## src/slgc_pkg.sv

```systemverilog
// Shared types, constants and table generators for the stereo limiter gain computer.
package slgc_pkg;

  localparam int PEAK_BITS_DEF      = 16;
  localparam int LOG_TABLE_BITS_DEF = 6;
  localparam int FIFO_DEPTH         = 4;

  // 20*log10(2) and its inverse, both Q16
  localparam int DB_PER_LOG2_Q16 = 394566;
  localparam int LOG2_PER_DB_Q16 = 10885;
  localparam int FLOOR_DB_Q8     = -24576;
  localparam logic [15:0] UNITY_GAIN = 16'h8000;

  typedef enum logic [1:0] {
    CFG_ENABLE    = 2'd0,
    CFG_THRESHOLD = 2'd1,
    CFG_FACTOR    = 2'd2
  } cfg_idx_e;

  typedef struct packed {
    logic               enable;
    logic signed [15:0] threshold_db;
    logic [15:0]        compression_factor;
  } cfg_t;

  function automatic logic [63:0] isqrt64(input logic [63:0] v_in);
    logic [63:0] v;
    logic [63:0] res;
    logic [63:0] bit_w;
    v     = v_in;
    res   = '0;
    bit_w = 64'h1 << 62;
    for (int s = 0; s < 32; s++) begin
      if (bit_w > v) bit_w = bit_w >> 2;
    end
    for (int s = 0; s < 32; s++) begin
      if (bit_w != 0) begin
        if (v >= res + bit_w) begin
          v   = v - (res + bit_w);
          res = (res >> 1) + bit_w;
        end else begin
          res = res >> 1;
        end
        bit_w = bit_w >> 2;
      end
    end
    return res;
  endfunction

  // log2(1 + i/2^ltb) in Q16, digit by digit through repeated squaring
  function automatic logic [17:0] log_entry(input int ltb, input int i);
    logic [63:0] y;
    logic [31:0] bits;
    y    = 64'((1 << ltb) + i) << (30 - ltb);
    bits = '0;
    if (i == (1 << ltb)) return 18'd65536;
    for (int b = 0; b < 16; b++) begin
      y    = (y * y) >> 30;
      bits = bits << 1;
      if (y >= (64'd2 << 30)) begin
        bits = bits | 32'd1;
        y    = y >> 1;
      end
    end
    return 18'(bits);
  endfunction

  // 2^(i/2^ltb) in Q16 from a product of truncated Q30 roots of two
  function automatic logic [17:0] exp_entry(input int ltb, input int i);
    logic [63:0] roots [11];
    logic [63:0] acc;
    roots[0] = 64'd2 << 30;
    acc      = 64'd1 << 30;
    for (int b = 1; b < 11; b++) begin
      roots[b] = (b <= ltb) ? isqrt64(roots[b-1] << 30) : 64'd0;
    end
    if (i == (1 << ltb)) return 18'd131072;
    for (int b = 0; b < 10; b++) begin
      if (b < ltb && ((i >> b) & 1) == 1) acc = (acc * roots[ltb-b]) >> 30;
    end
    return 18'(acc >> 14);
  endfunction

endpackage

```

## src/slgc_fifo.sv

```systemverilog
// Short queue between front and back ends.
module slgc_fifo import slgc_pkg::*; #(
  parameter int W = 2
) (
  input  logic         clk_i,
  input  logic         rst_ni,
  input  logic         push_i,
  input  logic [W-1:0] data_i,
  output logic         full_o,
  input  logic         pop_i,
  output logic         empty_o,
  output logic [W-1:0] data_o
);

  localparam int PW = $clog2(FIFO_DEPTH);

  logic [W-1:0]  mem_q [FIFO_DEPTH];
  logic [PW-1:0] wr_q, rd_q;
  logic [PW:0]   cnt_q;

  assign full_o  = (cnt_q == (PW+1)'(FIFO_DEPTH));
  assign empty_o = (cnt_q == '0);
  assign data_o  = mem_q[rd_q];

  always_ff @(posedge clk_i or negedge rst_ni) begin
    if (!rst_ni) begin
      wr_q  <= '0;
      rd_q  <= '0;
      cnt_q <= '0;
    end else begin
      if (push_i) wr_q <= wr_q + 1'b1;
      if (pop_i) rd_q <= rd_q + 1'b1;
      if (push_i && !pop_i) cnt_q <= cnt_q + 1'b1;
      else if (pop_i && !push_i) cnt_q <= cnt_q - 1'b1;
    end
  end

  always_ff @(posedge clk_i) begin
    if (push_i) mem_q[wr_q] <= data_i;
  end

endmodule

```

## config.mk

```make
export PLATFORM = sky130hd
export DESIGN_NAME = slgc_fifo
export DESIGN_NICKNAME = d
export VERILOG_FILES = /design/src/slgc_pkg.sv /design/src/slgc_fifo.sv
export SDC_FILE = /design/constraint.sdc
export NUM_CORES = 1
export LEC_CHECK = 0
export BUFFER_PORTS_ARGS = -buffer_cell sky130_fd_sc_hd__clkbuf_2
export CAP_MARGIN = 15
export CORE_MARGIN = 4
export CORE_UTILIZATION = 52
export CTS_CLUSTER_SIZE = 30
export DETAILED_ROUTE_END_ITERATION = 10
export PLACE_DENSITY = 0.74
export SYNTH_ARGS = -nofsm -noshare
export SYNTH_HDL_FRONTEND = slang
export SYNTH_SLANG_ARGS = --single-unit
export TNS_END_PERCENT = 20
```

## constraint.sdc

```tcl
create_clock -name clk_i -period 1.6 [get_ports clk_i]
set_input_delay 0.08 -clock clk_i [delete_from_list [all_inputs] [get_ports clk_i]]
set_output_delay 0.08 -clock clk_i [all_outputs]
set_load 0.05 [all_outputs]
```

==> impl_metrics.tcl <==
set metrics [dict create \
    status "finished clean" \
    setup_tns_ns 0 \
    drt_wl_total_mm 1.11 \
    power.leakage_nw 0.360 \
    period_needed_ns 1.53 \
    syn_inst 44 \
    n_antenna_cell 0 \
    tightest_slew_ns 0.287 \
    ant_nets 0 \
    fin_crit_sh_pct 95.7 \
    fmax_mhz 653 \
    first_pass_iters 3 \
    synth_seq_cells 15 \
    finalHoldViolations 0 \
    finalPower_w 0.00152 \
    final_nets 73 \
    wl_per_cell_um 15.0 \
    worstSetupEndpointType "output pin" \
    netlist.area_leader.share_pct 35.2 \
    die_y_um 44.2 \
    ios 10 \
    crit_required_ns 1.52 \
    vias 379 \
    path_max_fanout 3 \
    cts.sinks 15 \
    critPathSlowestCell "mux4_1" \
    regArea_sq_um 415 \
    dp_hpwl_um 919 \
    die_w_um 44.2 \
    yosysUniqueCellTypes 15 \
    slew_headroom_pct 81.0 \
    place.gp.congestion 0.726 \
    ir_drop_mv 1.01 \
    grt_max_degree 9 \
    multiInputGateArea_sq_um 258 \
    rsz0062_at_grt "yes" \
    fillCellCount 87 \
    synth_commonest_cells "edfxtp_1, dfrtp_1, ha_1" \
    whs_ns 0.0233 \
    drive_above_1_share_pct 25.0 \
    dieArea_sq_um 1960 \
    worstSetupPathType "flop to output pin" \
    drc 0 \
    clk_latency_ns 0.28 \
    yosysSeqAreaShare_pct 60.8 \
    clk_pin_slew_worst_paths_ns 0.08 \
    row_count 12 \
    core_sq_um 1170 \
    maxCapViolations 0 \
    grt_pass1_wl_mm 1.91 \
    min_path_type "input pin to flop" \
    numCtsBuffers 3 \
    cp_num_buf_inv 1 \
    cp_top_family "multiplexers" \
    skew_ns 0.00193 \
    cts-root-buf "clkbuf_4" \
    yosys-top-cells-area "edfxtp_1, dfrtp_1, ha_1, mux4_1, xor2_1" \
    cts_tree "yes" \
    syn_nets 56 \
    htree_levels 1 \
    gr-total-overflow 0 \
    area_delta_synth_final_pct 19.6 \
    drv_slew 0 \
    initial_core_util_pct 58.3 \
    final_area_sq_um 817 \
    io_buffers 9 \
    cpPeakStageDelay_ns 0.59 \
    p_per_area_nw_per_um2 1870 \
    via_per_inst 5.12 \
    setup_viol 0 \
    synth_ff_type "edfxtp_1" \
    async_reset_ff_share_pct 46.7 \
    crit_chain "mux4_1, buf_6" \
    grt_usage_pct 14.2 \
    antenna_found_initial 0 \
    synth_edf_count 8 \
    place_area_sq_um 751 \
    netlist_area_sq_um 683 \
    synth.avg_cell_area_sq_um 15.5 \
    start_kind "flop" \
    arrival_ns 1.45 \
    clockBufferDepth 2 \
    ys_warn_count 0 \
    drtIter0Drc 3 \
    yosysMostFrequentCell "edfxtp_1" \
    grt_pass1_vias 446 \
    synth_top_cell_by_area "edfxtp_1" \
]
cell families (layout without fill, tap and decap cells):
kind of cell    Yosys count  after routing  share of synthesized area, %
buf+inv                   4             20                          2.20
xor+xnor                  6              6                          7.69
fa+ha+maj                 6              6                          12.1
compound gates            1              1                         0.732
flops                    15             15                          60.8
simple gates              9              9                          7.14
mux                       3              3                          9.34
cells in the final DEF (no fill, tap or decap), drive strengths merged:
| cell type | Yosys | layout |
|---|---|---|
| and2 | 4 | 4 |
| buf | 0 | 3 |
| clkbuf | 0 | 11 |
| dfrtp | 7 | 7 |
| dlygate4sd3 | 0 | 2 |
| edfxtp | 8 | 8 |
| fa | 1 | 1 |
| ha | 5 | 5 |
| inv | 4 | 4 |
| mux2 | 1 | 1 |
| mux4 | 2 | 2 |
| nand2 | 2 | 2 |
| nor2 | 1 | 1 |
| nor3 | 1 | 1 |
| nor3b | 1 | 1 |
| o21ai | 1 | 1 |
| xnor2 | 2 | 2 |
| xor2 | 4 | 4 |
what timing repair did:
| item | 4_1_cts | 5_1_grt |
|---|---|---|
| hold buffers | 2 | 0 |
| setup buffers | 1 | 0 |
| gates resized for setup | 2 | 4 |
| setup endpoints to repair | 2 | 2 |
| hold endpoints to repair | 8 | 0 |
registers in the layout, indices dropped and copies added (netlist names):
name / count
mem_q: 8
cnt_q: 3
rd_q: 2
wr_q: 2
power by group:
group          internal [W]  total, W  switching [W]  leakage [nW]
Clock             0.0000967  0.000206       0.000110        0.0150
Combinational      0.000283  0.000657       0.000375         0.189
Sequential         0.000543  0.000660       0.000117         0.156
layout make-up:
class / instances / share of cell area (%)
inverter: 4 / 1.84
sequential: 15 / 50.8
tap: 14 / 2.14
clock buffer: 4 / 3.22
timing repair buffer: 12 / 10.4
multi-input combinational: 25 / 31.5
routing by layer:
layer	routed length (um)	GRT usage [%]	share of wire, %
met5	0	0	0
met4	23	9.04	2.1
met3	37	2.44	3.3
met2	650	27.0	58
met1	401	13.7	36
path summary, 6_finish.rpt:
check	startpoint	to	slack, ns	depth (start not counted)
setup / recovery	rd_q[0]	data_o[1]	0.07	2
hold / removal	data_i[1]	mem_q[3][1]	0.02	1
setup reg to reg	cnt_q[0]	cnt_q[2]	0.16	4
hold reg to reg	cnt_q[2]	cnt_q[2]	0.52	1
max in group asynchronous	rst_ni	cnt_q[1]	1.26	2
min in group asynchronous	rst_ni	cnt_q[2]	0.17	2
through the flow:
stage          setup slack [ns]  util, %  std cells
2_1_floorplan          -0.00491        -         44
3_3_place_gp              0.276     64.1         67
3_5_place_dp              0.120     64.1         67
4_1_cts                 0.00737     69.1         74
5_1_grt                -0.00339     69.8         74
6_report                 0.0694     69.8         74
No activity file was read; power rests on OpenSTA's default activity.
