<file path="src/slgc_pkg.sv">
// Shared types, constants and table generators for the stereo limiter gain computer.
package slgc_pkg;

  localparam int PEAK_BITS_DEF      = 16;
  localparam int LOG_TABLE_BITS_DEF = 6;
  localparam int FIFO_DEPTH         = 4;

  // 20*log10(2) and its inverse, both Q16
  localparam int DB_PER_LOG2_Q16 = 394566;
  localparam int LOG2_PER_DB_Q16 = 10885;
  localparam int FLOOR_DB_Q8     = -24576;
  localparam logic [15:0] UNITY_GAIN = 16'h8000;

  typedef enum logic [1:0] {
    CFG_ENABLE    = 2'd0,
    CFG_THRESHOLD = 2'd1,
    CFG_FACTOR    = 2'd2
  } cfg_idx_e;

  typedef struct packed {
    logic               enable;
    logic signed [15:0] threshold_db;
    logic [15:0]        compression_factor;
  } cfg_t;

  function automatic logic [63:0] isqrt64(input logic [63:0] v_in);
    logic [63:0] v;
    logic [63:0] res;
    logic [63:0] bit_w;
    v     = v_in;
    res   = '0;
    bit_w = 64'h1 << 62;
    for (int s = 0; s < 32; s++) begin
      if (bit_w > v) bit_w = bit_w >> 2;
    end
    for (int s = 0; s < 32; s++) begin
      if (bit_w != 0) begin
        if (v >= res + bit_w) begin
          v   = v - (res + bit_w);
          res = (res >> 1) + bit_w;
        end else begin
          res = res >> 1;
        end
        bit_w = bit_w >> 2;
      end
    end
    return res;
  endfunction

  // log2(1 + i/2^ltb) in Q16, digit by digit through repeated squaring
  function automatic logic [17:0] log_entry(input int ltb, input int i);
    logic [63:0] y;
    logic [31:0] bits;
    y    = 64'((1 << ltb) + i) << (30 - ltb);
    bits = '0;
    if (i == (1 << ltb)) return 18'd65536;
    for (int b = 0; b < 16; b++) begin
      y    = (y * y) >> 30;
      bits = bits << 1;
      if (y >= (64'd2 << 30)) begin
        bits = bits | 32'd1;
        y    = y >> 1;
      end
    end
    return 18'(bits);
  endfunction

  // 2^(i/2^ltb) in Q16 from a product of truncated Q30 roots of two
  function automatic logic [17:0] exp_entry(input int ltb, input int i);
    logic [63:0] roots [11];
    logic [63:0] acc;
    roots[0] = 64'd2 << 30;
    acc      = 64'd1 << 30;
    for (int b = 1; b < 11; b++) begin
      roots[b] = (b <= ltb) ? isqrt64(roots[b-1] << 30) : 64'd0;
    end
    if (i == (1 << ltb)) return 18'd131072;
    for (int b = 0; b < 10; b++) begin
      if (b < ltb && ((i >> b) & 1) == 1) acc = (acc * roots[ltb-b]) >> 30;
    end
    return 18'(acc >> 14);
  endfunction

endpackage

</file>
<file path="src/slgc_ifs.sv">
// Channel interfaces: peak input, gain output and configuration write.
interface slgc_peak_if;
  logic        valid;
  logic        ready;
  logic [15:0] peak_left;
  logic [15:0] peak_right;
  modport source(output valid, peak_left, peak_right, input ready);
  modport sink(input valid, peak_left, peak_right, output ready);
endinterface


</file>
<file path="src/slgc_front.sv">
// Front end: accept peak pairs, drop suppressed items, compute log2 of each level.
module slgc_front import slgc_pkg::*; #(
  parameter int PEAK_BITS      = PEAK_BITS_DEF,
  parameter int LOG_TABLE_BITS = LOG_TABLE_BITS_DEF,
  localparam int L2W           = $clog2(PEAK_BITS) + 18
) (
  input  logic                  clk_i,
  input  logic                  rst_ni,
  slgc_peak_if.sink             peak_i,
  input  cfg_t                  cfg_i,
  input  logic                  full_i,
  output logic                  push_o,
  output logic signed [L2W-1:0] l2_left_o,
  output logic signed [L2W-1:0] l2_right_o
);

  localparam int SUB   = 16 - LOG_TABLE_BITS;
  localparam int TAB_N = 1 << LOG_TABLE_BITS;
  localparam logic [15:0] PEAK_MASK =
      (PEAK_BITS >= 16) ? 16'hFFFF : 16'((64'd1 << PEAK_BITS) - 64'd1);

  logic [17:0] log_rom [TAB_N+1];
  for (genvar gi = 0; gi <= TAB_N; gi++) begin : g_rom
    assign log_rom[gi] = log_entry(LOG_TABLE_BITS, gi);
  end

  logic        en;
  logic        keep;
  logic [15:0] pm [2];

  logic        s1_v_q, s2_v_q, s3_v_q;
  logic [15:0] s1_p_q [2];
  logic [4:0]  s2_m_q [2];
  logic [17:0] s2_t0_q [2];
  logic [16:0] s2_dt_q [2];
  logic [SUB-1:0] s2_rem_q [2];
  logic signed [L2W-1:0] s3_l2_q [2];

  logic [4:0]  m_d [2];
  logic [15:0] f_d [2];
  logic [17:0] t0_d [2];
  logic [16:0] dt_d [2];
  logic signed [L2W-1:0] l2_d [2];
  logic [LOG_TABLE_BITS:0] idx_w [2];
  logic [16+SUB:0] dmul [2];

  assign en           = !s3_v_q || !full_i;
  assign peak_i.ready = en;
  assign pm[0]        = peak_i.peak_left & PEAK_MASK;
  assign pm[1]        = peak_i.peak_right & PEAK_MASK;
  assign keep = cfg_i.enable && (cfg_i.compression_factor != '0) &&
                (pm[0] != '0) && (pm[1] != '0);

  always_comb begin
    for (int c = 0; c < 2; c++) begin
      m_d[c] = '0;
      for (int b = 0; b < 16; b++) begin
        if (s1_p_q[c][b]) m_d[c] = 5'(b);
      end
      // align the mantissa below the leading one to a 16-bit fraction
      f_d[c]   = 16'({s1_p_q[c], 16'h0} >> m_d[c]);
      idx_w[c] = {1'b0, f_d[c][15:SUB]};
      t0_d[c]  = log_rom[idx_w[c]];
      dt_d[c]  = 17'(log_rom[idx_w[c] + 1'b1] - t0_d[c]);
      dmul[c]  = s2_dt_q[c] * s2_rem_q[c];
      l2_d[c]  = ((L2W'(signed'({1'b0, s2_m_q[c]})) - L2W'(PEAK_BITS - 1)) <<< 16) +
                 signed'(L2W'(s2_t0_q[c])) + signed'(L2W'(dmul[c] >> SUB));
    end
  end

  always_ff @(posedge clk_i or negedge rst_ni) begin
    if (!rst_ni) begin
      s1_v_q <= 1'b0;
      s2_v_q <= 1'b0;
      s3_v_q <= 1'b0;
    end else if (en) begin
      s1_v_q <= peak_i.valid && keep;
      s2_v_q <= s1_v_q;
      s3_v_q <= s2_v_q;
    end else if (push_o) begin
      s3_v_q <= 1'b0;
    end
  end

  always_ff @(posedge clk_i) begin
    if (en) begin
      for (int c = 0; c < 2; c++) begin
        s1_p_q[c]   <= pm[c];
        s2_m_q[c]   <= m_d[c];
        s2_t0_q[c]  <= t0_d[c];
        s2_dt_q[c]  <= dt_d[c];
        s2_rem_q[c] <= f_d[c][SUB-1:0];
        s3_l2_q[c]  <= l2_d[c];
      end
    end
  end

  assign push_o     = s3_v_q && !full_i;
  assign l2_left_o  = s3_l2_q[0];
  assign l2_right_o = s3_l2_q[1];

endmodule

</file>
<file path="src/flat_wrapper.sv">
// flat-port wrapper written by rule: the top's interface ports become plain ports
module slgc_front_flat import slgc_pkg::*;
#(
  parameter int PEAK_BITS      = PEAK_BITS_DEF,
  parameter int LOG_TABLE_BITS = LOG_TABLE_BITS_DEF,
  localparam int L2W           = $clog2(PEAK_BITS) + 18
)
  (clk_i, rst_ni, cfg_i, full_i, push_o, l2_left_o, l2_right_o, peak_i_valid, peak_i_peak_left, peak_i_peak_right, peak_i_ready);
  slgc_peak_if peak_i_i ();
  input  logic clk_i;
  input  logic rst_ni;
  input  cfg_t cfg_i;
  input  logic full_i;
  output logic push_o;
  output logic signed [L2W-1:0] l2_left_o;
  output logic signed [L2W-1:0] l2_right_o;
  input wire logic [$bits(peak_i_i.valid)-1:0] peak_i_valid;
  input wire logic [$bits(peak_i_i.peak_left)-1:0] peak_i_peak_left;
  input wire logic [$bits(peak_i_i.peak_right)-1:0] peak_i_peak_right;
  output wire logic [$bits(peak_i_i.ready)-1:0] peak_i_ready;
  assign peak_i_i.valid = peak_i_valid;
  assign peak_i_i.peak_left = peak_i_peak_left;
  assign peak_i_i.peak_right = peak_i_peak_right;
  assign peak_i_ready = peak_i_i.ready;
  slgc_front #(.PEAK_BITS(PEAK_BITS), .LOG_TABLE_BITS(LOG_TABLE_BITS)) u_core (.clk_i(clk_i), .rst_ni(rst_ni), .peak_i(peak_i_i), .cfg_i(cfg_i), .full_i(full_i), .push_o(push_o), .l2_left_o(l2_left_o), .l2_right_o(l2_right_o));
endmodule
</file>
<file path="config.mk">
export PLATFORM = sky130hd
export DESIGN_NAME = slgc_front_flat
export DESIGN_NICKNAME = d
export VERILOG_FILES = /design/src/slgc_pkg.sv /design/src/slgc_ifs.sv /design/src/slgc_front.sv /design/src/flat_wrapper.sv
export SDC_FILE = /design/constraint.sdc
export NUM_CORES = 1
export LEC_CHECK = 0
export BUFFER_PORTS_ARGS = -buffer_cell sky130_fd_sc_hd__clkbuf_2
export CORE_UTILIZATION = 40
export CTS_BUF_LIST = sky130_fd_sc_hd__clkbuf_4 sky130_fd_sc_hd__clkbuf_8
export DETAILED_ROUTE_END_ITERATION = 8
export GPL_TIMING_DRIVEN = 0
export HOLD_SLACK_MARGIN = 0.12
export SLEW_MARGIN = 10
export SYNTH_ARGS = -nofsm -noshare
export SYNTH_HDL_FRONTEND = slang
export SYNTH_SLANG_ARGS = --single-unit
</file>
<file path="constraint.sdc">
create_clock -name clk_i -period 11.5 [get_ports clk_i]
set_clock_uncertainty 0.1 [all_clocks]
set_input_delay 2.875 -clock clk_i [delete_from_list [all_inputs] [get_ports clk_i]]
set_output_delay 2.875 -clock clk_i [all_outputs]
set_load 0.02 [all_outputs]
</file>
==> flow_summary.yaml <==
synthesis:
  synth.ff_latch_count: 171
  yosysSeqAreaShare_pct: 19.84
  ys_types: 103
  syn-num-nets: 3513
  async_reset_ff_share_pct: 1.754
  synthCells: 3008
  synth_area_um2: 25800
  yosys_warnings: 0
  synth-edff-count: 168
  syn_avg_cell_area_um2: 8.579
  ys_dominant_reg_cell: "edfxtp_1"
run:
  cap_violations: 0
floorplan:
  initial_core_util_pct: 40.68
  die_area_um2: 65530
  num_io_pins: 115
  fp.dieW_um: 256.0
  placementRows: 92
  fp.dieH_um: 256.0
  core_um2: 63430
detailed_routing:
  totalWireLength_mm: 88.05
  drc_errors: 0
  ant_nets: 0
  dr.pass1.iters: 6
  via_per_inst: 6.021
  drtIter0Drc: 2731
  dr_total_vias: 24010
  wl_per_cell_um: 22.08
worst_hold_path:
  hold_path.class: "reg2reg"
critical_path:
  r2r_end: "u_core.s2_dt_q[0][15]"
  r2r_start: "u_core.s1_p_q[0][4]"
  end_kind: "flip-flop"
  cp-endpoint: "u_core.s2_dt_q[0][15]"
  ff2ff_setup_slack_ns: 0.65
  cpLargestDelayFamily: "compound AO/OA/AOI/OAI gates"
  path_buf_inv: 7
  worst-path-stages: 31
  startpoint: "u_core.s1_p_q[0][4]"
  start_kind: "flip-flop"
  cpMostUsedCell: "o21ai_0"
  reg2reg_depth: 31
  worst_ep_arrival_time_ns: 11.04
  crit_required_ns: 11.69
  slowest_stage: "xnor2_1"
  crit_path_max_fanout: 15
  path_class: "reg2reg"
  critPathMaxStageDelay_ns: 0.91
clocking:
  clockRootBuffer: "clkbuf_8"
  cts_buffer_depth: 2
  numCtsBuffers: 17
  cts_resized: 0
  clk_latency_ns: 0.57
  postCtsSetupBuffers: 0
  tritoncts: "done"
  htreeDepth: 4
  clkSlewWorstSetupHoldPaths_ns: 0.10
  ctsHoldBuffers: 0
  clock-sinks: 171
sta:
  hold_slack_ns: 0.3754
  fmax_mhz: 92.14
  tightest_slew_ns: 1.229
  finalMaxSlewViolations: 0
  timing.final.ws_setup_ns: 0.6469
  finalHoldViolations: 0
  setup_tns_ns: 0
  final.period_utilization_pct: 94.37
  setup_viol_count_final: 0
  rsz0062_at_grt: "false"
  post-route-min-period_ns: 10.85
  slew_headroom_pct: 15.93
place:
  gp_congestion: 0.9917
  portBuffers: 98
  dp_slack_ns: 1.168
  dp_hpwl_mm: 68.06
global_route:
  antenna_found_initial: 3
  track_usage_pct: 26.78
  overflow: 0
  grt_first_pass_wirelength_mm: 137.8
  grt_max_degree: 65
  grt_pass1_vias: 23290
final_layout:
  layout-drive-gt1-share_pct: 9.201
  layout.cells.most_common: "nand2_1"
  layout_common_cells: "344 x nand2_1, 256 x inv_1, 225 x nor2_1"
  final_nets: 3633
  area_delta_synth_final_pct: 7.869
outcome:
  status: "finished clean"
[registers in the layout (all words and copies together), names as in the netlist]
| name | flops |
|---|---|
| u_core.s2_rem_q | 18 |
| u_core.s3_v_q | 1 |
| u_core.s2_t0_q | 32 |
| u_core.s2_v_q | 1 |
| u_core.s3_l2_q | 44 |
| u_core.s1_p_q | 32 |
| u_core.s2_dt_q | 34 |
| u_core.s2_m_q | 8 |
| u_core.s1_v_q | 1 |
[layout make-up]
| cell class | count | area, um2 |
|---|---|---|
| multi-input combinational | 2371 | 18820 |
| inverter | 266 | 999.7 |
| clock inverter | 15 | 155.1 |
| fill | 6322 | 35590 |
| buffer | 200 | 869.6 |
| sequential | 171 | 5120 |
| tap | 846 | 1059 |
| clock buffer | 17 | 234.0 |
| timing repair buffer | 101 | 573.1 |
| antenna | 1 | 2.502 |
[synth_stat cells (all sizes together) (8+ instances only)]
| master | number | area share (%) |
|---|---|---|
| nand2 | 346 | 5.0 |
| inv | 264 | 3.8 |
| nor2 | 231 | 3.4 |
| ha | 222 | 11 |
| fa | 214 | 17 |
| a21oi | 180 | 3.5 |
| edfxtp | 168 | 20 |
| o21ai | 162 | 3.1 |
| and2 | 158 | 3.8 |
| clkbuf | 111 | 1.6 |
| buf | 89 | 1.8 |
| nor3 | 70 | 1.4 |
| xnor2 | 69 | 2.3 |
| nand3 | 53 | 1.0 |
| a211oi | 52 | 1.6 |
| mux2i | 47 | 1.9 |
| nor4 | 37 | 1.0 |
| o211ai | 36 | 1.0 |
| a31oi | 30 | 0.89 |
| mux2 | 28 | 1.2 |
| a21o | 23 | 0.67 |
| o21a | 22 | 0.64 |
| nor2b | 20 | 0.48 |
| o22ai | 20 | 0.54 |
| o311ai | 18 | 0.64 |
| o31ai | 18 | 0.67 |
| o2111ai | 17 | 0.58 |
| or3 | 17 | 0.43 |
| a211o | 16 | 0.54 |
| a21boi | 16 | 0.47 |
| a221oi | 16 | 0.68 |
| a311oi | 16 | 0.54 |
| o221ai | 16 | 0.57 |
| xor2 | 16 | 0.54 |
| nand2b | 15 | 0.36 |
| a2111oi | 14 | 0.48 |
| and3 | 14 | 0.34 |
| nand4 | 13 | 0.37 |
| or4 | 9 | 0.26 |
| o21bai | 8 | 0.23 |
[cells by family (layout without fill, tap and decap cells)]
logic type	count (synthesis)	in the layout	share of synthesized area, %
and+or+nand+nor	1000	1000	18.43
AOI/OAI and AO/OA	770	770	20.81
buffers and inverters	466	599	7.244
adders and majority gates	438	438	27.44
DFF	171	171	19.84
xor gates and xnor gates	85	85	2.885
muxes	78	78	3.350
other	0	1	0
[worst min-delay path by stage]
stage	from	to	slack, ns	depth (start not counted)
after global routing	u_core.s2_v_q	u_core.s3_v_q	0.42	1
final	u_core.s2_v_q	u_core.s3_v_q	0.38	1
after CTS	u_core.s2_v_q	u_core.s3_v_q	0.39	1
after floorplan	u_core.s2_v_q	u_core.s3_v_q	0.33	1
after detailed placement	u_core.s2_v_q	u_core.s3_v_q	0.36	1
after global placement	u_core.s2_v_q	u_core.s3_v_q	0.34	1
[stage by stage]
step           instance area (um2)  cells  utilization (%)
2_1_floorplan                25800   3008                -
3_3_place_gp                 27350   3952            43.13
3_5_place_dp                 27440   3955            43.27
4_1_cts                      27830   3987            43.88
5_1_grt                      27840   3988            43.89
6_report                     27840   3988            43.89
[layer usage]
metal / GRT usage, % / vias up / part of all wire (%) / routed length, um
li1: - / 10940 / - / -
met1: 37.88 / 11550 / 44 / 38980
met2: 40.10 / 1279 / 43 / 37810
met3: 5.159 / 245 / 9.0 / 7930
met4: 10.43 / 0 / 3.8 / 3330
met5: 0 / - / 0 / 0
[worst reg2reg max path: cells and delay by family, from the launching register on]
kind / cells / cell delay [ns]
compound gates: 17 / 5.02
xor+xnor: 1 / 0.91
fa+ha+maj: 2 / 0.70
buf+inv: 7 / 2.70
flops: 1 / 0.44
simple gates: 4 / 0.71
Power is left out: the tool's default activity adds up to more than one toggle a clock period on the data nets, which glitch-free logic cannot reach.
