**src/slgc_pkg.sv**
```systemverilog
// Shared types, constants and table generators for the stereo limiter gain computer.
package slgc_pkg;

  localparam int PEAK_BITS_DEF      = 16;
  localparam int LOG_TABLE_BITS_DEF = 6;
  localparam int FIFO_DEPTH         = 4;

  // 20*log10(2) and its inverse, both Q16
  localparam int DB_PER_LOG2_Q16 = 394566;
  localparam int LOG2_PER_DB_Q16 = 10885;
  localparam int FLOOR_DB_Q8     = -24576;
  localparam logic [15:0] UNITY_GAIN = 16'h8000;

  typedef enum logic [1:0] {
    CFG_ENABLE    = 2'd0,
    CFG_THRESHOLD = 2'd1,
    CFG_FACTOR    = 2'd2
  } cfg_idx_e;

  typedef struct packed {
    logic               enable;
    logic signed [15:0] threshold_db;
    logic [15:0]        compression_factor;
  } cfg_t;

  function automatic logic [63:0] isqrt64(input logic [63:0] v_in);
    logic [63:0] v;
    logic [63:0] res;
    logic [63:0] bit_w;
    v     = v_in;
    res   = '0;
    bit_w = 64'h1 << 62;
    for (int s = 0; s < 32; s++) begin
      if (bit_w > v) bit_w = bit_w >> 2;
    end
    for (int s = 0; s < 32; s++) begin
      if (bit_w != 0) begin
        if (v >= res + bit_w) begin
          v   = v - (res + bit_w);
          res = (res >> 1) + bit_w;
        end else begin
          res = res >> 1;
        end
        bit_w = bit_w >> 2;
      end
    end
    return res;
  endfunction

  // log2(1 + i/2^ltb) in Q16, digit by digit through repeated squaring
  function automatic logic [17:0] log_entry(input int ltb, input int i);
    logic [63:0] y;
    logic [31:0] bits;
    y    = 64'((1 << ltb) + i) << (30 - ltb);
    bits = '0;
    if (i == (1 << ltb)) return 18'd65536;
    for (int b = 0; b < 16; b++) begin
      y    = (y * y) >> 30;
      bits = bits << 1;
      if (y >= (64'd2 << 30)) begin
        bits = bits | 32'd1;
        y    = y >> 1;
      end
    end
    return 18'(bits);
  endfunction

  // 2^(i/2^ltb) in Q16 from a product of truncated Q30 roots of two
  function automatic logic [17:0] exp_entry(input int ltb, input int i);
    logic [63:0] roots [11];
    logic [63:0] acc;
    roots[0] = 64'd2 << 30;
    acc      = 64'd1 << 30;
    for (int b = 1; b < 11; b++) begin
      roots[b] = (b <= ltb) ? isqrt64(roots[b-1] << 30) : 64'd0;
    end
    if (i == (1 << ltb)) return 18'd131072;
    for (int b = 0; b < 10; b++) begin
      if (b < ltb && ((i >> b) & 1) == 1) acc = (acc * roots[ltb-b]) >> 30;
    end
    return 18'(acc >> 14);
  endfunction

endpackage

```
**src/slgc_ifs.sv**
```systemverilog


interface slgc_gain_if;
  logic        valid;
  logic        ready;
  logic [15:0] gain_left;
  logic [15:0] gain_right;
  modport source(output valid, gain_left, gain_right, input ready);
  modport sink(input valid, gain_left, gain_right, output ready);
endinterface


```
**src/slgc_back.sv**
```systemverilog
// Back end: level in dB, gain in dB, exp2 back to a linear gain, output register.
module slgc_back import slgc_pkg::*; #(
  parameter int PEAK_BITS      = PEAK_BITS_DEF,
  parameter int LOG_TABLE_BITS = LOG_TABLE_BITS_DEF,
  localparam int L2W           = $clog2(PEAK_BITS) + 18
) (
  input  logic                  clk_i,
  input  logic                  rst_ni,
  input  cfg_t                  cfg_i,
  input  logic                  empty_i,
  input  logic signed [L2W-1:0] l2_left_i,
  input  logic signed [L2W-1:0] l2_right_i,
  output logic                  pop_o,
  slgc_gain_if.source           gain_o
);

  localparam int SUB   = 16 - LOG_TABLE_BITS;
  localparam int TAB_N = 1 << LOG_TABLE_BITS;
  localparam int PW1   = L2W + 20;
  localparam int LEVW  = PW1 - 24;
  localparam int DW    = LEVW + 1;
  localparam int PW2   = DW + 17;
  localparam int GW    = PW2 - 8;
  localparam logic signed [19:0] DB_K = 20'(DB_PER_LOG2_Q16);
  localparam logic signed [14:0] L2_K = 15'(LOG2_PER_DB_Q16);

  logic [17:0] exp_rom [TAB_N+1];
  for (genvar gi = 0; gi <= TAB_N; gi++) begin : g_rom
    assign exp_rom[gi] = exp_entry(LOG_TABLE_BITS, gi);
  end

  logic en;
  logic v1_q, v2_q, v3_q, v4_q, out_v_q;
  logic signed [L2W-1:0] head [2];
  logic signed [PW1-1:0] p1_q [2];
  logic signed [PW2-1:0] p2_q [2];
  logic                  le2_q [2], le3_q [2], le4_q [2];
  logic signed [30:0]    p3_q [2];
  logic                  un3_q [2], un4_q [2];
  logic [17:0]           t0_q [2];
  logic [16:0]           dt_q [2];
  logic [SUB-1:0]        rem_q [2];
  logic [4:0]            sh_q [2];
  logic [15:0]           gain_q [2];

  logic signed [LEVW-1:0] lev [2];
  logic signed [DW-1:0]   diff [2];
  logic                   le_d [2];
  logic signed [PW2-1:0]  p2_d [2];
  logic signed [GW-1:0]   g [2];
  logic                   un_d [2];
  logic signed [15:0]     g16 [2];
  logic signed [30:0]     p3_d [2];
  logic signed [6:0]      k [2];
  logic [15:0]            frac [2];
  logic [LOG_TABLE_BITS:0] idx_w [2];
  logic [17:0]            t0_d [2];
  logic [16:0]            dt_d [2];
  logic signed [6:0]      sh_w [2];
  logic [16+SUB:0]        dmul [2];
  logic [17:0]            v [2];
  logic [15:0]            gain_d [2];
  logic signed [PW1-1:0]  p1_d [2];

  assign en    = !out_v_q || gain_o.ready;
  assign pop_o = en && !empty_i;
  assign head[0] = l2_left_i;
  assign head[1] = l2_right_i;

  always_comb begin
    for (int c = 0; c < 2; c++) begin
      p1_d[c] = PW1'(head[c]) * PW1'(DB_K);
      // arithmetic shifts give the floor of negative values
      lev[c]  = LEVW'(p1_q[c] >>> 24);
      diff[c] = DW'(cfg_i.threshold_db) - DW'(lev[c]);
      le_d[c] = DW'(lev[c]) <= DW'(cfg_i.threshold_db);
      p2_d[c] = PW2'(diff[c]) * PW2'(signed'({1'b0, cfg_i.compression_factor}));
      g[c]    = GW'(p2_q[c] >>> 8);
      un_d[c] = g[c] < GW'(FLOOR_DB_Q8);
      g16[c]  = un_d[c] ? 16'sd0 : g[c][15:0];
      p3_d[c] = 31'(g16[c]) * 31'(L2_K);
      k[c]    = p3_q[c][30:24];
      frac[c] = p3_q[c][23:8];
      idx_w[c] = {1'b0, frac[c][15:SUB]};
      t0_d[c] = exp_rom[idx_w[c]];
      dt_d[c] = 17'(exp_rom[idx_w[c] + 1'b1] - t0_d[c]);
      sh_w[c] = 7'sd1 - k[c];
      dmul[c] = dt_q[c] * rem_q[c];
      v[c]    = t0_q[c] + 18'(dmul[c] >> SUB);
      if (le4_q[c]) gain_d[c] = UNITY_GAIN;
      else if (un4_q[c]) gain_d[c] = '0;
      else gain_d[c] = 16'(v[c] >> sh_q[c]);
    end
  end

  always_ff @(posedge clk_i or negedge rst_ni) begin
    if (!rst_ni) begin
      v1_q    <= 1'b0;
      v2_q    <= 1'b0;
      v3_q    <= 1'b0;
      v4_q    <= 1'b0;
      out_v_q <= 1'b0;
    end else if (en) begin
      v1_q    <= !empty_i;
      v2_q    <= v1_q;
      v3_q    <= v2_q;
      v4_q    <= v3_q;
      out_v_q <= v4_q;
    end
  end

  always_ff @(posedge clk_i) begin
    if (en) begin
      for (int c = 0; c < 2; c++) begin
        p1_q[c]   <= p1_d[c];
        p2_q[c]   <= p2_d[c];
        le2_q[c]  <= le_d[c];
        p3_q[c]   <= p3_d[c];
        le3_q[c]  <= le2_q[c];
        un3_q[c]  <= un_d[c];
        t0_q[c]   <= t0_d[c];
        dt_q[c]   <= dt_d[c];
        rem_q[c]  <= frac[c][SUB-1:0];
        sh_q[c]   <= sh_w[c][4:0];
        le4_q[c]  <= le3_q[c];
        un4_q[c]  <= un3_q[c];
        gain_q[c] <= gain_d[c];
      end
    end
  end

  assign gain_o.valid      = out_v_q;
  assign gain_o.gain_left  = gain_q[0];
  assign gain_o.gain_right = gain_q[1];

endmodule

```
**src/flat_wrapper.sv**
```systemverilog
// flat-port wrapper written by rule: the top's interface ports become plain ports
module slgc_back_flat import slgc_pkg::*;
#(
  parameter int PEAK_BITS      = PEAK_BITS_DEF,
  parameter int LOG_TABLE_BITS = LOG_TABLE_BITS_DEF,
  localparam int L2W           = $clog2(PEAK_BITS) + 18
)
  (clk_i, rst_ni, cfg_i, empty_i, l2_left_i, l2_right_i, pop_o, gain_o_valid, gain_o_gain_left, gain_o_gain_right, gain_o_ready);
  slgc_gain_if gain_o_i ();
  input  logic clk_i;
  input  logic rst_ni;
  input  cfg_t cfg_i;
  input  logic empty_i;
  input  logic signed [L2W-1:0] l2_left_i;
  input  logic signed [L2W-1:0] l2_right_i;
  output logic pop_o;
  output wire logic [$bits(gain_o_i.valid)-1:0] gain_o_valid;
  output wire logic [$bits(gain_o_i.gain_left)-1:0] gain_o_gain_left;
  output wire logic [$bits(gain_o_i.gain_right)-1:0] gain_o_gain_right;
  input wire logic [$bits(gain_o_i.ready)-1:0] gain_o_ready;
  assign gain_o_valid = gain_o_i.valid;
  assign gain_o_gain_left = gain_o_i.gain_left;
  assign gain_o_gain_right = gain_o_i.gain_right;
  assign gain_o_i.ready = gain_o_ready;
  slgc_back #(.PEAK_BITS(PEAK_BITS), .LOG_TABLE_BITS(LOG_TABLE_BITS)) u_core (.clk_i(clk_i), .rst_ni(rst_ni), .cfg_i(cfg_i), .empty_i(empty_i), .l2_left_i(l2_left_i), .l2_right_i(l2_right_i), .pop_o(pop_o), .gain_o(gain_o_i));
endmodule
```
**config.mk**
```make
export PLATFORM = sky130hd
export DESIGN_NAME = slgc_back_flat
export DESIGN_NICKNAME = d
export VERILOG_FILES = /design/src/slgc_pkg.sv /design/src/slgc_ifs.sv /design/src/slgc_back.sv /design/src/flat_wrapper.sv
export SDC_FILE = /design/constraint.sdc
export NUM_CORES = 2
export LEC_CHECK = 0
export BUFFER_PORTS_ARGS = -buffer_cell sky130_fd_sc_hd__buf_2
export CORE_ASPECT_RATIO = 1.75
export CORE_MARGIN = 5
export CORE_UTILIZATION = 57
export CTS_BUF_LIST = sky130_fd_sc_hd__clkbuf_8
export CTS_CLUSTER_SIZE = 40
export DETAILED_ROUTE_END_ITERATION = 8
export GPL_TIMING_DRIVEN = 0
export PLACE_DENSITY = 0.74
export SLEW_MARGIN = 25
export SYNTH_ARGS = -nofsm -noshare
export SYNTH_HDL_FRONTEND = slang
export SYNTH_SLANG_ARGS = --single-unit
```
**constraint.sdc**
```tcl
create_clock -name clk_i -period 12.68 [get_ports clk_i]
set_clock_uncertainty 0.15 [all_clocks]
set_input_delay 0.634 -clock clk_i [delete_from_list [all_inputs] [get_ports clk_i]]
set_output_delay 0.634 -clock clk_i [all_outputs]
set_load 0.005 [all_outputs]
```
==> impl_metrics.ini <==
[critical_path]
reg2reg_to = u_core.p2_q[0][68]
r2r_start = u_core.p1_q[0][64]
worstPathArrival_ns = 11.01
reg2reg_depth = 38
crit_required_ns = 13.10
cp-startpoint = u_core.p1_q[0][64]
cpPeakStageDelay_ns = 0.60
rrSetupSlack_ns = 2.09
worst-setup-path-type = reg -> reg
critPathCaptureType = flip-flop
worst_path_max_delay_cell = xor2_1
cp-start-kind = flip-flop
crit_top_cell = fa_1
crit_path_end = u_core.p2_q[0][68]
worstPathMaxFanout = 10

[floorplan]
core_um2 = 124000
die_y_um = 477
io_pins = 115
die_x_um = 277
placementRows = 171
die_area_um2 = 132000
start_util = 0.573

[synthesis]
yosys.area_share.simple = 0.132
synth_compound_area_frac = 0.0939
ys.flop_type = edfxtp_1
synth_cell_type_count = 86
synth_area_leader_cell = fa_1
synth_seq_area_share = 0.117
synthTopCellsByArea = fa_1 32%, ha_1 18%, edfxtp_1 12%
synth.avg_cell_area_um2 = 9.07
synth-edff-count = 272
synth_mux_area_frac = 0.0135
synthDominantCellAreaShare = 0.323
synth_adder_area_share = 0.499
ys_top_cells_by_count = 1706 x inv_1, 1146 x fa_1, 1000 x ha_1, 799 x nand2_1, 423 x and2_1
synth_nets = 10100
syn_inst = 7831
synth_area_um2 = 71000
synth_top_family_by_area = adder cells
yosysWarningCount = 0
synth_xor_area_frac = 0.0365
synth.most_common_cell = inv_1
async_flop_share = 0.0181
ys_seq_elements = 277

[cts]
cts_tree = yes
cts_buffers = 48
root_buffer = clkbuf_8
cts_buffer_depth = 3
cts.clk_slew.worst_paths_ns = 0.06
clock-sinks = 277
post_cts_buffers = 0
clk_latency_ns = 0.70
h-tree-depth = 2

[timing]
fin_crit_ns = 10.59
fin_crit_sh = 0.835
rsz0062_at_grt = false
max-slew-margin-rel = 0.209
finalMaxSlewViolations = 0
setup_viol = 0
hold_viol_final = 0
fmax_ghz = 0.0944
tightestPinTransition_ns = 1.17
tns_ns = 0

[placement]
routabilityCongestion = 1.01
dp_hpwl_mm = 174
port_buffers = 99

[routing]
ant_nets = 0
wire_per_inst_um = 21.3
vias = 55900
drc_errors = 0
drtIter0Drc = 3224
finalWirelength_mm = 206
dr.pass1.iters = 6
via_per_inst = 5.77

[grt]
grt_first_pass_wirelength_mm = 324
grt_max_degree = 100
grt.overflow.total = 0
grt_pass1_vias = 61400
track_usage = 0.312
antenna_found_initial = 8

[run_status]
outcome = finished, final reports clean

[min_path]
hp-class = in -> reg

[final_layout]
drive_above_1_share = 0.0325
area_growth_pct = 5.18
fin_nets = 10200

[flow_run]
max_cap_violations = 0
## worst min path at each step
stage | slack (ns) | start | cells after the start | end
3_5_place_dp | 0.25 | u_core.p3_q[0][40] | 0 | u_core.rem_q[0][11]
3_3_place_gp | 0.25 | u_core.p3_q[0][46] | 0 | u_core.rem_q[0][17]
2_1_floorplan | 0.19 | rst_ni | 0 | u_core.gain_o.valid
4_1_cts | 0.02 | empty_i | 3 | u_core.v1_q
5_1_grt | 0.05 | empty_i | 3 | u_core.v1_q
6_report | 0.08 | empty_i | 3 | u_core.v1_q
## area by class of cell
type	instances	area, um^2
antenna	6	15.0
buffer	313	1180
clock buffer	49	674
clock inverter	37	310
fill	10800	49200
inverter	1719	6460
multi-input combinational	5522	55100
sequential	277	8290
tap	1643	2060
timing repair buffer	105	578
## layout by cell type, fill, tap and decap left out, types with 13 or more instances in the layout
master / netlist / routed
a311oi_1: 21 / 21
nor2b_1: 65 / 65
mux4_2: 20 / 20
nand2b_1: 40 / 40
a31oi_1: 36 / 36
nor3_1: 101 / 101
o211ai_1: 37 / 37
or2_2: 14 / 14
o31ai_1: 17 / 17
edfxtp_1: 272 / 272
nand4_1: 35 / 35
clkinv_1: 11 / 17
buf_2: 5 / 106
mux2i_1: 33 / 33
clkbuf_1: 285 / 284
and3_1: 30 / 30
nor2_1: 337 / 337
o22ai_1: 13 / 13
buf_1: 23 / 23
o21ai_0: 230 / 230
inv_1: 1706 / 1712
a211o_1: 17 / 17
or3_1: 17 / 17
xor2_1: 71 / 71
o21a_1: 48 / 48
a21o_1: 76 / 76
and2_1: 423 / 423
ha_1: 1000 / 1000
nand2_1: 799 / 799
a21boi_0: 13 / 13
a21oi_1: 290 / 290
nand3_1: 66 / 66
clkbuf_8: 0 / 49
mux2_2: 16 / 16
fa_1: 1146 / 1146
xnor2_1: 225 / 222
a211oi_1: 78 / 78
o21bai_1: 28 / 28
## registers in the layout, summed over array words and instances, names as in the netlist
signal,flops
u_core.p2_q,56
u_core.p3_q,42
u_core.p1_q,36
u_core.dt_q,34
u_core.gain_q,32
u_core.t0_q,32
u_core.rem_q,20
u_core.sh_q,10
u_core.le2_q,2
u_core.le3_q,2
u_core.le4_q,2
u_core.un3_q,2
u_core.un4_q,2
u_core.gain_o.valid,1
u_core.v1_q,1
u_core.v2_q,1
u_core.v3_q,1
u_core.v4_q,1
## layer usage
layer	global-route usage	routed length (um)
met1	0.291	63700
met2	0.595	110000
met3	0.0372	9810
met4	0.260	22400
met5	0	25
## per-stage QoR
step | std cells | setup slack (ns) | cell area [um^2] | hold WS (ns) | util
floorplan | 7831 | 3.45 | 71000 | 0.188 | -
global placement | 9573 | 1.76 | 73600 | 0.250 | 0.594
detailed placement | 9578 | 1.52 | 73700 | 0.255 | 0.595
CTS | 9665 | 2.07 | 74700 | 0.0152 | 0.603
global route | 9666 | 1.43 | 74700 | 0.0542 | 0.603
finish | 9671 | 2.09 | 74700 | 0.0815 | 0.603
## what timing repair did
action,in CTS,in global routing
endpoints found under the hold margin,5,0
setup endpoints to repair,0,0
resized for setup,0,0
hold buffers,1,0
## cell families (layout without fill, tap and decap cells)
kind of cell	Yosys count	in the layout
AO/OA/AOI/OAI	1034	1034
XOR/XNOR	296	296
adder cells (fa/ha/maj)	2146	2146
buffers and inverters	2032	2223
flip-flops	277	277
multiplexers	69	69
other	0	6
AND/OR/NAND/NOR	1977	1977
## worst max-delay path, delay by kind of cell (launching register included)
family / cells / cell delay [ns]
xor gates and xnor gates: 1 / 0.60
adders and majority gates: 9 / 3.98
AOI/OAI and AO/OA: 18 / 4.13
buffers and inverters: 7 / 0.85
DFF: 1 / 0.33
and+or+nand+nor: 3 / 0.41
Power is left out: the tool's default activity adds up to more than one toggle a clock period on the data nets, which glitch-free logic cannot reach.
